**src/design/plbl_pkg.sv**
```systemverilog
// Shared constants and types for the piecewise-linear BER lookup block.
package plbl_pkg;

  // Number of breakpoints the table can hold.
  localparam int TABLE_DEPTH = 16;
  localparam int IDX_W = $clog2(TABLE_DEPTH);
  localparam int CNT_W = $clog2(TABLE_DEPTH + 1);

  localparam logic [31:0] BER_ONE = 32'h8000_0000;

  localparam logic KIND_LOAD  = 1'b0;
  localparam logic KIND_QUERY = 1'b1;

  localparam logic [1:0] REGION_ABOVE  = 2'd0;
  localparam logic [1:0] REGION_INTERP = 2'd1;
  localparam logic [1:0] REGION_BELOW  = 2'd2;

  typedef struct packed {
    logic [31:0] sir;
    logic [31:0] ber;
    logic [31:0] slope;
  } entry_t;

  typedef enum logic [2:0] {
    ST_IDLE,
    ST_CMP,
    ST_SEARCH,
    ST_FETCH,
    ST_MUL,
    ST_SUM
  } ctrl_state_t;

  typedef struct packed {
    logic             busy;
    logic             go;
    logic [1:0]       region;
    logic [IDX_W-1:0] sel;
  } ctrl_status_t;

endpackage

```
**src/design/plbl_cell.sv**
```systemverilog
// One table cell: a breakpoint, its compare flag and one stage of the fetch chain.
module plbl_cell (
  input  logic            clk,
  input  logic            we,
  input  plbl_pkg::entry_t wdata,
  input  logic [31:0]     query_sir,
  input  logic            hit,
  input  plbl_pkg::entry_t chain_in,
  output logic            gt,
  output plbl_pkg::entry_t chain_out
);
  import plbl_pkg::*;

  entry_t entry_r;
  entry_t chain_r;
  logic   gt_r;

  always_ff @(posedge clk) begin
    if (we) begin
      entry_r <= wdata;
    end
    gt_r    <= query_sir > entry_r.sir;
    // The selected cell drops its own entry into the chain; the others pass it on.
    chain_r <= hit ? entry_r : chain_in;
  end

  assign gt        = gt_r;
  assign chain_out = chain_r;

endmodule

```
**config.mk**
```make
export PLATFORM = sky130hd
export DESIGN_NAME = plbl_cell
export DESIGN_NICKNAME = d
export VERILOG_FILES = /design/src/design/plbl_pkg.sv /design/src/design/plbl_cell.sv
export SDC_FILE = /design/constraint.sdc
export NUM_CORES = 1
export LEC_CHECK = 0
export ABC_AREA = 1
export BUFFER_PORTS_ARGS = -buffer_cell sky130_fd_sc_hd__buf_2
export CAP_MARGIN = 15
export CORE_AREA = 2 2 125 127
export CTS_CLUSTER_DIAMETER = 60
export CTS_CLUSTER_SIZE = 8
export DETAILED_ROUTE_END_ITERATION = 10
export DIE_AREA = 0 0 127 129
export PLACE_DENSITY = 0.82
export SLEW_MARGIN = 20
export SYNTH_ARGS = -nofsm -noshare
export SYNTH_HDL_FRONTEND = slang
export SYNTH_SLANG_ARGS = --single-unit
export TNS_END_PERCENT = 20
```
**constraint.sdc**
```tcl
create_clock -name clk -period 3.4 [get_ports clk]
set_input_delay 0.68 -clock clk [delete_from_list [all_inputs] [get_ports clk]]
set_output_delay 0.68 -clock clk [all_outputs]
set_load 0.005 [all_outputs]
```
==> results.sh <==
export IMPL_cp_endpoint="chain_out[62]"
export IMPL_status="completed"
export IMPL_setup_viol=0
export IMPL_cp_slowest_stage_delay_ns=0.35
export IMPL_die_width_um=127
export IMPL_viasPerCell=4.64
export IMPL_clkPwrFrac_pct=36.0
export IMPL_crit_cells=1
export IMPL_vdd_drop_max_mv=0.349
export IMPL_cts_tree="built"
export IMPL_min_from="wdata[21]"
export IMPL_numClockSinks=193
export IMPL_nets=1064
export IMPL_ys_ff_latch=193
export IMPL_drcViolationCount=0
export IMPL_fin_crit_ns=1.58
export IMPL_period_share_pct=46.5
export IMPL_instances_no_fill=1008
export IMPL_hold_buffers=0
export IMPL_grt_pass1_vias=4824
export IMPL_leakagePower_uw=0.00456
export IMPL_area_growth_pct=31.4
export IMPL_routed_wl_um=16200
export IMPL_p_int_uw=3950
export IMPL_rsz0062_at_grt="false"
export IMPL_ant_nets=0
export IMPL_rows=45
export IMPL_worstSetupPathType="flip-flop to output pin"
export IMPL_cts_resized=0
export IMPL_place_area_sq_mm=0.00896
export IMPL_fill_cells=1161
export IMPL_synth_seq_area_share_pct=66.6
export IMPL_worst_path_buf_inv=1
export IMPL_place_hpwl_um=12600
export IMPL_holdCritPathClass="input port to flip-flop"
export IMPL_power_density_mw_per_mm2=543
export IMPL_drtIter0Drc=209
export IMPL_seq_power_share_pct=52.2
export IMPL_slowest_stage="dfxtp_1"
export IMPL_worstPathArrival_ns=0.90
export IMPL_reg2reg_slack_ns=1.94
export IMPL_core_sq_mm=0.0150
export IMPL_path_clk_slew_ns=0.07
export IMPL_fp_dieH_um=129
export IMPL_post_place_cells=974
export IMPL_switchingPower_uw=1220
export IMPL_crit_chain="buf_2"
export IMPL_tightestPinTransition_ns=0.623
export IMPL_cp_top_family="flip-flops"
export IMPL_cts_root_buffer="clkbuf_16"
export IMPL_final_layout_size_suffix_gt1_share_pct=55.6
export IMPL_post_route_worst_setup_slack_ns=1.82
export IMPL_synth_cell_types=22
export IMPL_fin_setup_tns_ns=0
export IMPL_antenna_found_initial=2
export IMPL_cts_buffers=17
export IMPL_grt_pass1_wl_um=23900
export IMPL_avgSynthCellArea_sq_um=15.3
export IMPL_skew_ns=0.0156
export IMPL_syn_inst=474
export IMPL_yosysWarningCount=0
export IMPL_synth_area_sq_mm=0.00725
export IMPL_grt_max_degree=56
export IMPL_start_util_pct=48.4
export IMPL_gr_usage_all_layers_pct=19.4
export IMPL_clk_latency_ns=0.43
export IMPL_via_count=4680
export IMPL_cts_buffer_depth=2
export IMPL_htreeDepth=4
export IMPL_routabilityCongestion=0.822
export IMPL_synth_fp_nets=733
export IMPL_design_area_sq_mm=0.00953
export IMPL_worstPathRequired_ns=2.72
export IMPL_wire_per_inst_um=16.1
export IMPL_hold_viol=0
export IMPL_max_slew_margin_rel_pct=58.5
export IMPL_max_freq_mhz=632
export IMPL_switching_share_pct=23.6
export IMPL_cap_violations=0
export IMPL_die_area_sq_mm=0.0164
export IMPL_postCtsSetupRepairBufs=0
export IMPL_overflow=0
export IMPL_synth_edf_count=96
export IMPL_pin_count=324
export IMPL_synth_top_flop_cell="dfxtp_1"
export IMPL_rr_endpoint="gt"
export IMPL_crit_start="chain_out[62]"
export IMPL_end_kind="output pin"
export IMPL_r2r_cells=7
export IMPL_firstDrtPassIters=6
export IMPL_pwr_share_comb_pct=11.8
export IMPL_synth_async_reset_ratio_pct=0
export IMPL_worst_path_max_fanout=1
export IMPL_io_buffers=323
export IMPL_holdPathStages=1
export IMPL_startpoint_type="flip-flop"
export IMPL_pre_cts_ws_ns=1.39
export IMPL_reg2reg_from="entry_r[87]"
export IMPL_slew_violations=0
[metal layers]
layer | wire length, um | global-route usage, % | vias to the layer above | share of wire, %
li1 | - | - | 2303 | -
met1 | 5990 | 21.0 | 2140 | 37
met2 | 8460 | 34.5 | 198 | 52
met3 | 1210 | 6.32 | 39 | 7.5
met4 | 535 | 9.70 | 0 | 3.3
met5 | 0 | 0 | - | 0
[power groups by stage]
stage          Clock, uW  Combinational, uW  Sequential, uW
2_1_floorplan          0                300            2760
3_3_place_gp           0                596            2750
3_5_place_dp           0                615            2750
4_1_cts             1910                618            2700
5_1_grt             2000                674            2720
6_report            1860                610            2700
[through the flow]
stage	hold WS [ns]	util (%)	power [uW]
after floorplan	0.452	-	3060
after global placement	0.453	59.9	3340
after detailed placement	0.460	59.9	3370
after CTS	0.405	63.6	5230
after global routing	0.400	63.6	5390
final	0.424	63.6	5170
[placed cells by master, fill, tap and decap left out, types with 4 or more instances in the layout]
master       n
clkbuf_16   17
a21oi_1     16
dfxtp_1     97
buf_2      321
ha_1        32
a21oi_2     30
nand2_1     33
inv_8        4
edfxtp_1    96
nor2_1      38
inv_1       39
mux2_4      65
[cell type report]
class | count | area [sq um] | share of cell area, %
Clock inverter | 14 | 126 | 1.33
Inverter | 39 | 146 | 1.54
Tap cell | 188 | 235 | 2.47
Antenna cell | 2 | 5.00 | 0.0525
Multi-Input combinational cell | 228 | 2070 | 21.8
Sequential cell | 193 | 4820 | 50.7
Clock buffer | 18 | 429 | 4.51
Timing Repair Buffer | 326 | 1690 | 17.7
[cells by family after synthesis]
logic type,count (synthesis),synth area share [%]
AO/OA/AOI/OAI,51,5.18
adder cells (fa/ha/maj),32,5.52
buffers and inverters,53,4.85
flip-flops,193,66.6
multiplexers,65,13.5
AND/OR/NAND/NOR,80,4.44
[flip-flops by register name (all words and copies together), names as in the netlist]
| name | cells |
|---|---|
| chain_out | 96 |
| entry_r | 96 |
| gt | 1 |
[worst min path at each step]
stage                          to  slack (ns)
detailed placement  chain_out[52]        0.46
CTS                   entry_r[21]        0.41
global placement    chain_out[39]        0.45
finish                entry_r[21]        0.42
floorplan            chain_out[0]        0.45
global route          entry_r[70]        0.40
[synthesized netlist by cell type (2+ instances only)]
cell type	number	area [sq um]
nor2_2	2	12.5
buf_6	4	45.0
buf_4	2	15.0
o21a_1	2	15.0
buf_12	7	140
a21oi_2	30	263
nand3_1	3	15.0
dfxtp_1	97	1940
mux2_4	65	976
nand2_1	33	124
nor2_1	38	143
edfxtp_1	96	2880
a21oi_1	16	80.1
nand4_1	2	12.5
inv_1	39	146
ha_1	32	400
No activity file was read; power rests on OpenSTA's default activity.
