File: src/design/plbl_pkg.sv
// Shared constants and types for the piecewise-linear BER lookup block.
package plbl_pkg;

  // Number of breakpoints the table can hold.
  localparam int TABLE_DEPTH = 16;
  localparam int IDX_W = $clog2(TABLE_DEPTH);
  localparam int CNT_W = $clog2(TABLE_DEPTH + 1);

  localparam logic [31:0] BER_ONE = 32'h8000_0000;

  localparam logic KIND_LOAD  = 1'b0;
  localparam logic KIND_QUERY = 1'b1;

  localparam logic [1:0] REGION_ABOVE  = 2'd0;
  localparam logic [1:0] REGION_INTERP = 2'd1;
  localparam logic [1:0] REGION_BELOW  = 2'd2;

  typedef struct packed {
    logic [31:0] sir;
    logic [31:0] ber;
    logic [31:0] slope;
  } entry_t;

  typedef enum logic [2:0] {
    ST_IDLE,
    ST_CMP,
    ST_SEARCH,
    ST_FETCH,
    ST_MUL,
    ST_SUM
  } ctrl_state_t;

  typedef struct packed {
    logic             busy;
    logic             go;
    logic [1:0]       region;
    logic [IDX_W-1:0] sel;
  } ctrl_status_t;

endpackage

File: src/design/plbl_interp.sv
// Interpolation datapath: one registered multiply, then add and saturate.
module plbl_interp (
  input  logic             clk,
  input  logic             rst_n,
  input  logic             go,
  input  logic [1:0]       region,
  input  logic [31:0]      query_sir,
  input  plbl_pkg::entry_t entry,
  output logic             res_valid,
  output logic [31:0]      res_ber,
  output logic [1:0]       res_region
);
  import plbl_pkg::*;

  logic [31:0] diff;
  logic [31:0] slope;
  logic [31:0] base;
  logic [63:0] prod_r;
  logic [31:0] base_r;
  logic [1:0]  region_r;
  logic        v1_r;
  logic [63:0] sum;
  logic [31:0] ber_out_r;
  logic [1:0]  region_out_r;
  logic        valid_out_r;

  always_comb begin
    diff  = '0;
    slope = '0;
    base  = entry.ber;
    case (region)
      REGION_INTERP: begin
        diff  = entry.sir - query_sir;
        slope = entry.slope;
      end
      REGION_BELOW: begin
        base = BER_ONE;
      end
      default: begin
        base = entry.ber;
      end
    endcase
  end

  assign sum = {1'b0, prod_r[63:1]} + {32'b0, base_r};

  always_ff @(posedge clk) begin
    if (!rst_n) begin
      v1_r        <= 1'b0;
      valid_out_r <= 1'b0;
    end else begin
      v1_r        <= go;
      valid_out_r <= v1_r;
    end
    prod_r       <= 64'(diff) * 64'(slope);
    base_r       <= base;
    region_r     <= region;
    ber_out_r    <= (sum > 64'(BER_ONE)) ? BER_ONE : sum[31:0];
    region_out_r <= region_r;
  end

  assign res_valid  = valid_out_r;
  assign res_ber    = ber_out_r;
  assign res_region = region_out_r;

endmodule

File: config.mk
export PLATFORM = sky130hd
export DESIGN_NAME = plbl_interp
export DESIGN_NICKNAME = d
export VERILOG_FILES = /design/src/design/plbl_pkg.sv /design/src/design/plbl_interp.sv
export SDC_FILE = /design/constraint.sdc
export NUM_CORES = 2
export LEC_CHECK = 0
export BUFFER_PORTS_ARGS = -buffer_cell sky130_fd_sc_hd__buf_2
export CAP_MARGIN = 10
export CORE_UTILIZATION = 50
export CTS_CLUSTER_SIZE = 24
export DETAILED_ROUTE_END_ITERATION = 10
export HOLD_SLACK_MARGIN = 0.1
export PLACE_DENSITY = 0.73
export SLEW_MARGIN = 20
export SYNTH_ARGS = -nofsm -noshare
export SYNTH_HDL_FRONTEND = slang
export SYNTH_SLANG_ARGS = --single-unit
File: constraint.sdc
create_clock -name clk -period 10.02 [get_ports clk]
set_input_delay 1.002 -clock clk [delete_from_list [all_inputs] [get_ports clk]]
set_output_delay 1.002 -clock clk [all_outputs]
set_load 0.01 [all_outputs]
==> flow_metrics.py <==
metrics = {
    "worst_hold_path": {
        "hold_class": "reg2reg",
    },
    "setup_path": {
        "crit_path_end_kind": "flip-flop",
        "crit_arrival_ns": 10.77,
        "start_kind": "input pin",
        "slowest_stage": "or4_4",
        "cp_common_cell": "fa_1",
        "critPathRequiredTime_ns": 10.38,
        "cpPeakStageDelay_ns": 0.58,
        "critical_path_class": "in2reg",
        "path_max_fanout": 7,
    },
    "routing": {
        "wirelength_um": 125600,
        "dr.pass1.iters": 6,
        "ant_nets": 0,
        "drc_errors": 0,
        "drt_iter0_markers": 2936,
        "vias": 34260,
        "viasPerCell": 5.598,
        "wl_per_cell_um": 20.52,
    },
    "grt": {
        "grt_pass1_vias": 36660,
        "grt_start_max_net_pins": 52,
        "overflow": 0,
        "grt_pass1_wl_um": 197300,
        "track_usage_pct": 31.18,
        "grt_antenna_before_repair": 6,
    },
    "pwr": {
        "p_int_w": 0.007317,
        "p_comb_share_pct": 89.4,
        "p_sw_w": 0.007541,
        "ir_drop_v": 0.0006539,
        "power.share.clock_pct": 4.4,
        "p_leak_nw": 23.92,
        "cellPowerDensity_nw_per_um2": 316.5,
        "power_frac_seq_pct": 6.2,
        "p_sw_share_pct": 50.75,
    },
    "floorplan": {
        "die_h_um": 287.5,
        "die_area_um2": 82660,
        "num_io_pins": 168,
        "initial_core_util_pct": 50.60,
        "die-width_um": 287.5,
        "core_area_um2": 80550,
        "floorplan.rows": 104,
    },
    "layout": {
        "regArea_um2": 2663,
        "final_layout_size_suffix_gt1_share_pct": 16.42,
        "nets": 6400,
        "fill_cells": 7033,
        "multi_input_area_um2": 34580,
        "syn_to_final_growth_pct": 15.16,
    },
    "clock_network": {
        "cts.path.max_buffers": 2,
        "cts_tree": "yes",
        "cts_root_buffer": "clkbuf_16",
        "cts_made_buffers": 17,
        "cts_hold_buf": 0,
        "htreeDepth": 4,
        "cts_sinks": 133,
        "clkTransAtPathRegs_ns": 0.06,
        "clk_latency_ns": 0.44,
    },
    "place": {
        "numPortBuffers": 167,
        "gp_congestion": 0.9945,
        "post-place-ws_ns": -0.9475,
        "dp_hpwl_um": 107000,
    },
    "timing": {
        "period_share_pct": 103.8,
        "clock.fmax_mhz": 96.14,
        "setup_slack_ns": -0.3811,
        "hold_viol_final": 0,
        "fin_skew_ns": 0.01169,
        "period_minus_slack_ns": 10.40,
        "holdWs_ns": 0.3276,
        "slew_violations": 0,
        "slew_headroom_pct": 32.89,
        "final-setup-viol-count": 17,
        "worstMarginPinSlew_ns": 1.007,
        "rsz0062_at_grt": "yes",
    },
    "logic_synthesis": {
        "yosysMostFrequentCell": "inv_1",
        "synth.distinct_cells": 95,
        "synth_top_area_cell": "fa_1",
        "synth.top_cells.by_area": "fa_1, ha_1, inv_1",
        "syn_area_per_cell_um2": 8.713,
        "yosysTopAreaCellShare_pct": 44.11,
        "netlist_instances": 4678,
        "synth_sequential_area_ratio_pct": 6.533,
        "synth.top_cells.by_count": "inv_1, fa_1, nand2_1",
        "synthFlopType": "dfxtp_1",
        "syn_area_um2": 40760,
        "ys_ff_latch": 133,
        "ys_async_sr_fraction_pct": 0,
        "yosys_warnings": 0,
        "synth.net_count": 6035,
        "synth-edff-count": 0,
    },
    "run_status": {
        "status": "finished, violations left",
        "violations": "setup timing",
    },
    "flow_run": {
        "maxCapViolations": 0,
    },
}
[cell families (layout without fill, tap and decap cells)]
logic type / count (synthesis) / after routing / share of synthesized area (%)
compound gates: 450 / 450 / 7.380
other cells: 0 / 3 / 0
xor+xnor: 130 / 130 / 2.794
mux: 4 / 4 / 0.1013
simple gates: 1550 / 1550 / 18.07
fa+ha+maj: 1224 / 1224 / 54.12
flops: 133 / 133 / 6.533
buf+inv: 1187 / 1565 / 11.01
[area by class of cell]
class	instances	area share, %
Clock buffer	20	0.9516
Inverter	958	7.672
Timing Repair Buffer	575	8.842
Antenna cell	3	0.01599
Multi-Input combinational cell	3358	73.67
Tap cell	1060	2.826
Clock inverter	12	0.3545
Sequential cell	133	5.673
[metal layers]
metal	vias to the layer above	track usage (%)	wire length, µm
li1	15010	-	-
met1	17140	37.83	45610
met2	1632	51.35	59970
met3	468	5.864	10780
met4	8	19.24	9152
met5	-	0	51
[metrics by stage]
step | TNS, ns | cell area, µm² | instances | utilization [%] | total power (W)
4_1_cts | -1.067 | 46320 | 6097 | 57.51 | 0.01419
2_1_floorplan | -0.08031 | 40990 | 4678 | - | 0.008286
3_5_place_dp | -17.73 | 45280 | 6052 | 56.21 | 0.01289
6_report | -2.171 | 46940 | 6119 | 58.27 | 0.01486
3_3_place_gp | -13.83 | 45280 | 6052 | 56.21 | 0.01273
5_1_grt | -8.835 | 46940 | 6118 | 58.27 | 0.01612
[critical path: cells and delay by family]
family,cells,cell delay [ns]
fa+ha+maj,10,4.37
compound gates,15,2.82
simple gates,5,1.35
buf+inv,10,0.81
xor+xnor,2,0.34
[power groups by stage]
stage / Clock, W / Combinational (W) / Sequential [W]
floorplan: 0 / 0.00744 / 0.000843
global placement: 0 / 0.0118 / 0.000928
detailed placement: 0 / 0.0120 / 0.000928
CTS: 0.000664 / 0.0126 / 0.000918
global route: 0.000689 / 0.0145 / 0.000934
finish: 0.000656 / 0.0133 / 0.000923
[final timing paths]
| kind | start | to | slack, ns | depth (start not counted) |
|---|---|---|---|---|
| setup / recovery | query_sir[5] | prod_r[63]$_DFF_P_ | -0.38 | 42 |
| setup reg to reg | prod_r[36]$_DFF_P_ | res_ber[2]$_SDFF_PN0_ | 5.03 | 12 |
| hold reg to reg | region_r[0]$_DFF_P_ | res_region[0]$_DFF_P_ | 0.33 | 0 |
| hold / removal | region_r[0]$_DFF_P_ | res_region[0]$_DFF_P_ | 0.33 | 0 |
[sequential cells by signal (all words and copies together) (netlist names)]
register / cells
res_valid: 1
v1_r: 1
res_region: 2
prod_r: 63
res_ber: 32
base_r: 32
region_r: 2
[layout by cell type (no fill, tap or decap), drive strengths merged, types with 5 or more instances in the layout]
master   netlist  final
o21ai         90     90
nand4         44     44
nor4           7      7
a31o           5      5
and2         221    221
o211ai        15     15
nand3         38     38
nand2b        21     21
or2            8      8
a21o          46     46
nor2         326    326
nor3          28     28
xor2          48     48
xnor2         82     82
and3         151    151
a211oi        20     20
o2111a         6      6
inv          958    964
buf           28    573
nor3b          5      5
dfxtp        133    133
a21oi        130    130
fa           898    898
nor2b         19     19
o2111ai        8      8
ha           326    326
o21a          28     28
o31ai         11     11
a21boi         9      9
a2111oi        9      9
nand2        651    651
or3            8      8
and4           7      7
clkbuf       201     21
a31oi         10     10
o21bai        18     18
[repair_timing]
item | CTS | global route
setup endpoints to repair | 25 | 29
pin swaps | 40 | 110
buffers inserted | 13 | 22
resized for setup | 76 | 111
Power figures use the tool's default switching activity.
