$ cat config.mk
export PLATFORM = sky130hd
export DESIGN_NAME = plbl_ctrl
export DESIGN_NICKNAME = d
export VERILOG_FILES = /design/src/design/plbl_pkg.sv /design/src/design/plbl_ctrl.sv
export SDC_FILE = /design/constraint.sdc
export NUM_CORES = 1
export LEC_CHECK = 0
export BUFFER_PORTS_ARGS = -buffer_cell sky130_fd_sc_hd__buf_2
export CAP_MARGIN = 20
export CORE_MARGIN = 2
export CORE_UTILIZATION = 50
export DETAILED_ROUTE_END_ITERATION = 10
export MAX_ROUTING_LAYER = met4
export PLACE_DENSITY_LB_ADDON = 0.08
export SETUP_SLACK_MARGIN = 0.3
export SYNTH_ARGS = -nofsm -noshare
export SYNTH_HDL_FRONTEND = slang
export SYNTH_SLANG_ARGS = --single-unit
$ cat constraint.sdc
create_clock -name clk -period 3.9 [get_ports clk]
set_input_delay 0.39 -clock clk [delete_from_list [all_inputs] [get_ports clk]]
set_output_delay 0.39 -clock clk [all_outputs]
set_load 0.05 [all_outputs]
$ cat src/design/plbl_pkg.sv
// Shared constants and types for the piecewise-linear BER lookup block.
package plbl_pkg;

  // Number of breakpoints the table can hold.
  localparam int TABLE_DEPTH = 16;
  localparam int IDX_W = $clog2(TABLE_DEPTH);
  localparam int CNT_W = $clog2(TABLE_DEPTH + 1);

  localparam logic [31:0] BER_ONE = 32'h8000_0000;

  localparam logic KIND_LOAD  = 1'b0;
  localparam logic KIND_QUERY = 1'b1;

  localparam logic [1:0] REGION_ABOVE  = 2'd0;
  localparam logic [1:0] REGION_INTERP = 2'd1;
  localparam logic [1:0] REGION_BELOW  = 2'd2;

  typedef struct packed {
    logic [31:0] sir;
    logic [31:0] ber;
    logic [31:0] slope;
  } entry_t;

  typedef enum logic [2:0] {
    ST_IDLE,
    ST_CMP,
    ST_SEARCH,
    ST_FETCH,
    ST_MUL,
    ST_SUM
  } ctrl_state_t;

  typedef struct packed {
    logic             busy;
    logic             go;
    logic [1:0]       region;
    logic [IDX_W-1:0] sel;
  } ctrl_status_t;

endpackage

$ cat src/design/plbl_ctrl.sv
// Query sequencer: bisection over the cell flags, then fetch and arithmetic timing.
module plbl_ctrl (
  input  logic                         clk,
  input  logic                         rst_n,
  input  logic                         query_go,
  input  logic [plbl_pkg::CNT_W-1:0]   n,
  input  logic [plbl_pkg::TABLE_DEPTH-1:0] gt,
  output plbl_pkg::ctrl_status_t       status
);
  import plbl_pkg::*;

  ctrl_state_t      state_r, state_nxt;
  logic [CNT_W-1:0] a_r, a_nxt;
  logic [CNT_W-1:0] b_r, b_nxt;
  logic [CNT_W-1:0] cnt_r, cnt_nxt;
  logic [1:0]       region_r, region_nxt;
  logic [IDX_W-1:0] sel_r, sel_nxt;
  logic             go_c;

  logic [CNT_W-1:0] mid;
  logic [IDX_W-1:0] mid_i, mid_m1, mid_p1;

  always_ff @(posedge clk) begin
    if (!rst_n) begin
      state_r <= ST_IDLE;
    end else begin
      state_r <= state_nxt;
    end
    a_r      <= a_nxt;
    b_r      <= b_nxt;
    cnt_r    <= cnt_nxt;
    region_r <= region_nxt;
    sel_r    <= sel_nxt;
  end

  assign mid    = CNT_W'((a_r + b_r) >> 1);
  assign mid_i  = mid[IDX_W-1:0];
  assign mid_m1 = mid_i - 1'b1;
  assign mid_p1 = mid_i + 1'b1;

  always_comb begin
    state_nxt  = state_r;
    a_nxt      = a_r;
    b_nxt      = b_r;
    cnt_nxt    = cnt_r;
    region_nxt = region_r;
    sel_nxt    = sel_r;
    go_c       = 1'b0;
    case (state_r)
      ST_IDLE: begin
        if (query_go) begin
          state_nxt = ST_CMP;
        end
      end
      ST_CMP: begin
        a_nxt      = '0;
        b_nxt      = n;
        cnt_nxt    = '0;
        region_nxt = REGION_BELOW;
        if (n == '0) begin
          state_nxt = ST_MUL;
        end else begin
          state_nxt = ST_SEARCH;
        end
      end
      ST_SEARCH: begin
        if (a_r >= b_r) begin
          region_nxt = REGION_BELOW;
          state_nxt  = ST_MUL;
        end else if (gt[mid_i]) begin
          if (mid == '0) begin
            region_nxt = REGION_ABOVE;
            sel_nxt    = '0;
            state_nxt  = ST_FETCH;
          end else if (gt[mid_m1]) begin
            b_nxt = mid;
          end else begin
            region_nxt = REGION_INTERP;
            sel_nxt    = mid_m1;
            state_nxt  = ST_FETCH;
          end
        end else if (mid == CNT_W'(n - 1'b1)) begin
          region_nxt = REGION_BELOW;
          state_nxt  = ST_MUL;
        end else if (gt[mid_p1]) begin
          region_nxt = REGION_INTERP;
          sel_nxt    = mid_i;
          state_nxt  = ST_FETCH;
        end else begin
          a_nxt = CNT_W'(mid + 1'b1);
        end
      end
      ST_FETCH: begin
        // The chain settles one cell per cycle; the tail is good after a full pass.
        cnt_nxt = CNT_W'(cnt_r + 1'b1);
        if (cnt_r == CNT_W'(TABLE_DEPTH - 1)) begin
          state_nxt = ST_MUL;
        end
      end
      ST_MUL: begin
        go_c      = 1'b1;
        state_nxt = ST_SUM;
      end
      ST_SUM: begin
        state_nxt = ST_IDLE;
      end
      default: begin
        state_nxt = ST_IDLE;
      end
    endcase
  end

  assign status.go     = go_c;
  assign status.busy   = state_r != ST_IDLE;
  assign status.region = region_r;
  assign status.sel    = sel_r;

endmodule

==> insert_results.sql <==
INSERT INTO impl_metrics (metric_group, metric, value, unit) VALUES
('setup_path', 'regToRegEndpoint', 'a_r[1]', ''),
('final_layout', 'final_common_cell', 'buf_2', ''),
('routing', 'route.vias.total', '1699', ''),
('sta', 'totalNegativeSetupSlack', '0', 'ps'),
('sta', 'worst_slew_pin_slew', '612', 'ps'),
('worst_hold_path', 'holdPathStages', '3', ''),
('run', 'cap_viol_max_count', '0', ''),
('place', 'hpwl', '3850', 'µm'),
('clock_tree', 'cts_max_level', '1', ''),
('global_routing', 'grt_overflow_total', '0', ''),
('synth', 'synth.net_count', '255', ''),
('floorplan', 'die_height', '69.8', 'µm'),
('setup_path', 'max_stage_delay', '540', 'ps'),
('final_layout', 'most-common-layout-cells', 'buf_2 (31), edfxtp_1 (21), nand2_1 (20)', ''),
('setup_path', 'type_of_the_setup_path_with_the_least_slack', 'reg2reg', ''),
('final_layout', 'n_fill_cell', '373', ''),
('clock_tree', 'cts_max_path_bufs', '2', ''),
('synth', 'synthCells', '215', ''),
('place', 'gp_routability_congestion', '0.912', ''),
('sta', 'max_freq', '291', 'MHz'),
('floorplan', 'die-width', '69.8', 'µm'),
('final_layout', 'seq_area', '691', 'µm²'),
('sta', 'max_slew_margin', '58.9', '%'),
('routing', 'final_routed_drc_violation_total', '0', ''),
('setup_path', 'reg2reg_from', 'b_r[0]', ''),
('sta', 'period_needed', '3440', 'ps'),
('routing', 'drtAntennaViolNets', '0', ''),
('sta', 'final_hold_viol_count', '0', ''),
('sta', 'grt_setup_unrepaired', 'false', ''),
('clock_tree', 'tritoncts_buffer_count', '3', ''),
('final_layout', 'post_route_cells_drive_above_1_share', '30.9', '%'),
('clock_tree', 'cts_hold_repair.buffers', '0', ''),
('setup_path', 'path_cells', 'ha_2 > fa_2 > inv_2 > mux4_2 > mux2_2 > mux2_4 > o21bai_4 > o21a_1 > a21oi_4', ''),
('setup_path', 'worst-endpoint-arrival', '3400', 'ps'),
('synth', 'ys.flop_type', 'edfxtp_1', ''),
('place', 'buffer_ports.inserted', '31', ''),
('place', 'dpl_worst_slack', '312', 'ps'),
('global_routing', 'grt_max_degree', '15', ''),
('global_routing', 'first_global_vias', '1683', ''),
('setup_path', 'critical-path-slowest-cell', 'mux4_2', ''),
('synth', 'synth.cell_area', '2170', 'µm²'),
('routing', 'drt-vias-per-instance', '5.68', ''),
('sta', 'fin_crit_sh', '88.2', '%'),
('global_routing', 'number_of_antenna_violations_at_the_first_check_in_global_routing', '0', ''),
('sta', 'setup_viol', '0', ''),
('setup_path', 'critical_path.startpoint_type', 'flop', ''),
('setup_path', 'timing.reg2reg.worst_path_depth', '9', ''),
('clock_tree', 'tritoncts_num_sinks', '24', ''),
('setup_path', 'worst-endpoint-required', '3860', 'ps'),
('floorplan', 'floorplan.io_pins', '32', ''),
('sta', 'slew_violations', '0', ''),
('synth', 'syn_avg_cell_area', '10.1', 'µm²'),
('floorplan', 'initial_util', '53.0', '%'),
('sta', 'minimum_setup_slack_in_the_final_design', '461', 'ps'),
('setup_path', 'worst_setup_path_end_kind', 'flop', ''),
('routing', 'avgRoutedWirePerCell', '16.0', 'µm'),
('clock_tree', 'cts.root.buffer_cell', 'clkbuf_8', ''),
('setup_path', 'timing.critical_path.fanout_max', '10', ''),
('routing', 'finalWirelength', '4780', 'µm'),
('synth', 'async_flop_share', '0', '%'),
('clock_tree', 'clk_transition_reported_paths', '90', 'ps'),
('clock_tree', 'worstSkewPairLatency', '270', 'ps'),
('sta', 'clock_skew', '8.25', 'ps'),
('worst_hold_path', 'hold_path_startpoint', 'n[3]', ''),
('status', 'run_status', 'finished, final reports clean', ''),
('final_layout', 'diodes', '0', ''),
('final_layout', 'multi_input_comb_area', '1420', 'µm²'),
('routing', 'detailedRoute.firstPassIterationCount', '4', ''),
('setup_path', 'reg2reg_slack', '460', 'ps'),
('clock_tree', 'cts_tree', 'yes', ''),
('synth', 'synth_seq_area_share', '31.9', '%'),
('routing', 'drt_first_iter_violations', '60', ''),
('worst_hold_path', 'min_to', 'b_r[3]', ''),
('floorplan', 'rows', '23', ''),
('synth', 'cell_variety_after_synth', '47', ''),
('global_routing', 'grt_pass1_wl', '8070', 'µm'),
('synth', 'ys_warn_count', '0', ''),
('final_layout', 'layout.nets', '290', ''),
('global_routing', 'all_layer_gr_usage', '21.4', '%'),
('floorplan', 'design.core.area', '4090', 'µm²'),
('synth', 'synth_edf_count', '21', ''),
('worst_hold_path', 'min_path_type', 'in2reg', ''),
('floorplan', 'fp.dieArea', '4880', 'µm²'),
('synth', 'synth_seq_cells', '24', ''),
('final_layout', 'synthToLayoutAreaGrowth', '16.0', '%');
==> sequential cells by signal, indices dropped and copies added (netlist names) <==
name      count
state_r       3
b_r           5
sel_r         4
a_r           5
cnt_r         5
region_r      2
==> metal layers <==
| layer | track usage [%] | routed length [µm] | part of all wire (%) | up-vias |
|---|---|---|---|---|
| met1 | 29.7 | 2310 | 48 | 802 |
| met3 | 2.62 | 184 | 3.8 | 6 |
| li1 | - | - | - | 850 |
| met2 | 32.4 | 2210 | 46 | 41 |
| met4 | 7.48 | 76 | 1.6 | 0 |
| met5 | - | 0 | 0 | - |
==> how the worst max path moves through the flow <==
stage / start / endpoint / slack [ps] / depth (start not counted)
finish: b_r[0] / a_r[1] / 460 / 9
global route: a_r[0] / a_r[1] / 330 / 9
CTS: b_r[0] / a_r[1] / 300 / 9
detailed placement: b_r[0] / a_r[0] / 310 / 11
global placement: a_r[0] / a_r[0] / 330 / 11
floorplan: a_r[0] / a_r[0] / 320 / 13
==> cells in the mapped netlist, drive strengths merged, types with 3 or more instances <==
library cell	count	share of area [%]
a21oi	7	1.6
buf	7	1.6
dfxtp	3	2.8
edfxtp	21	29
ha	15	8.7
inv	14	2.4
mux2	6	3.3
mux2i	10	4.6
mux4	10	10
nand2	20	3.5
nand3	7	1.6
nor2	18	3.2
nor2b	4	1.2
nor3	8	1.8
o211ai	3	1.3
o21a	3	1.0
o21ai	15	3.5
xnor2	13	5.3
xor2	3	1.2
==> worst max-delay path, delay by kind of cell, from the launching register on <==
family / cells / cell delay, ps
adder cells (fa/ha/maj): 2 / 710
flip-flops: 1 / 410
multiplexers: 3 / 1150
buffers and inverters: 1 / 220
AO/OA/AOI/OAI: 3 / 630
==> cells by family after synthesis <==
| kind of cell | after synthesis | synth area share, % |
|---|---|---|
| AO/OA/AOI/OAI | 38 | 12.4 |
| XOR/XNOR | 17 | 7.51 |
| adder cells (fa/ha/maj) | 16 | 9.58 |
| buffers and inverters | 23 | 4.39 |
| flip-flops | 24 | 31.9 |
| multiplexers | 26 | 18.3 |
| AND/OR/NAND/NOR | 71 | 15.9 |
==> cell type report <==
class | count | share of cell area (%)
Clock buffer | 3 | 1.64
Inverter | 14 | 2.09
Clock inverter | 1 | 1.19
Multi-Input combinational cell | 168 | 56.4
Sequential cell | 24 | 27.5
Timing Repair Buffer | 39 | 8.71
Tap cell | 50 | 2.49
==> per-stage QoR <==
step	cell area [µm²]	util, %	hold WS [ps]	std cells
floorplan	2170	-	546	215
global placement	2410	58.9	589	295
detailed placement	2410	58.9	588	295
CTS	2480	60.7	446	299
global route	2510	61.5	465	299
finish	2510	61.5	468	299
==> timing repair <==
| item | 4_1_cts | 5_1_grt |
|---|---|---|
| hold endpoints to repair | 0 | 0 |
| setup buffers | 0 | 0 |
| gates resized for setup | 1 | 10 |
| pin swaps | 0 | 1 |
| setup endpoints to repair | 5 | 16 |
Power is not shown: default switching activity piles up to over one toggle a cycle in this logic, so the estimate is an artifact.
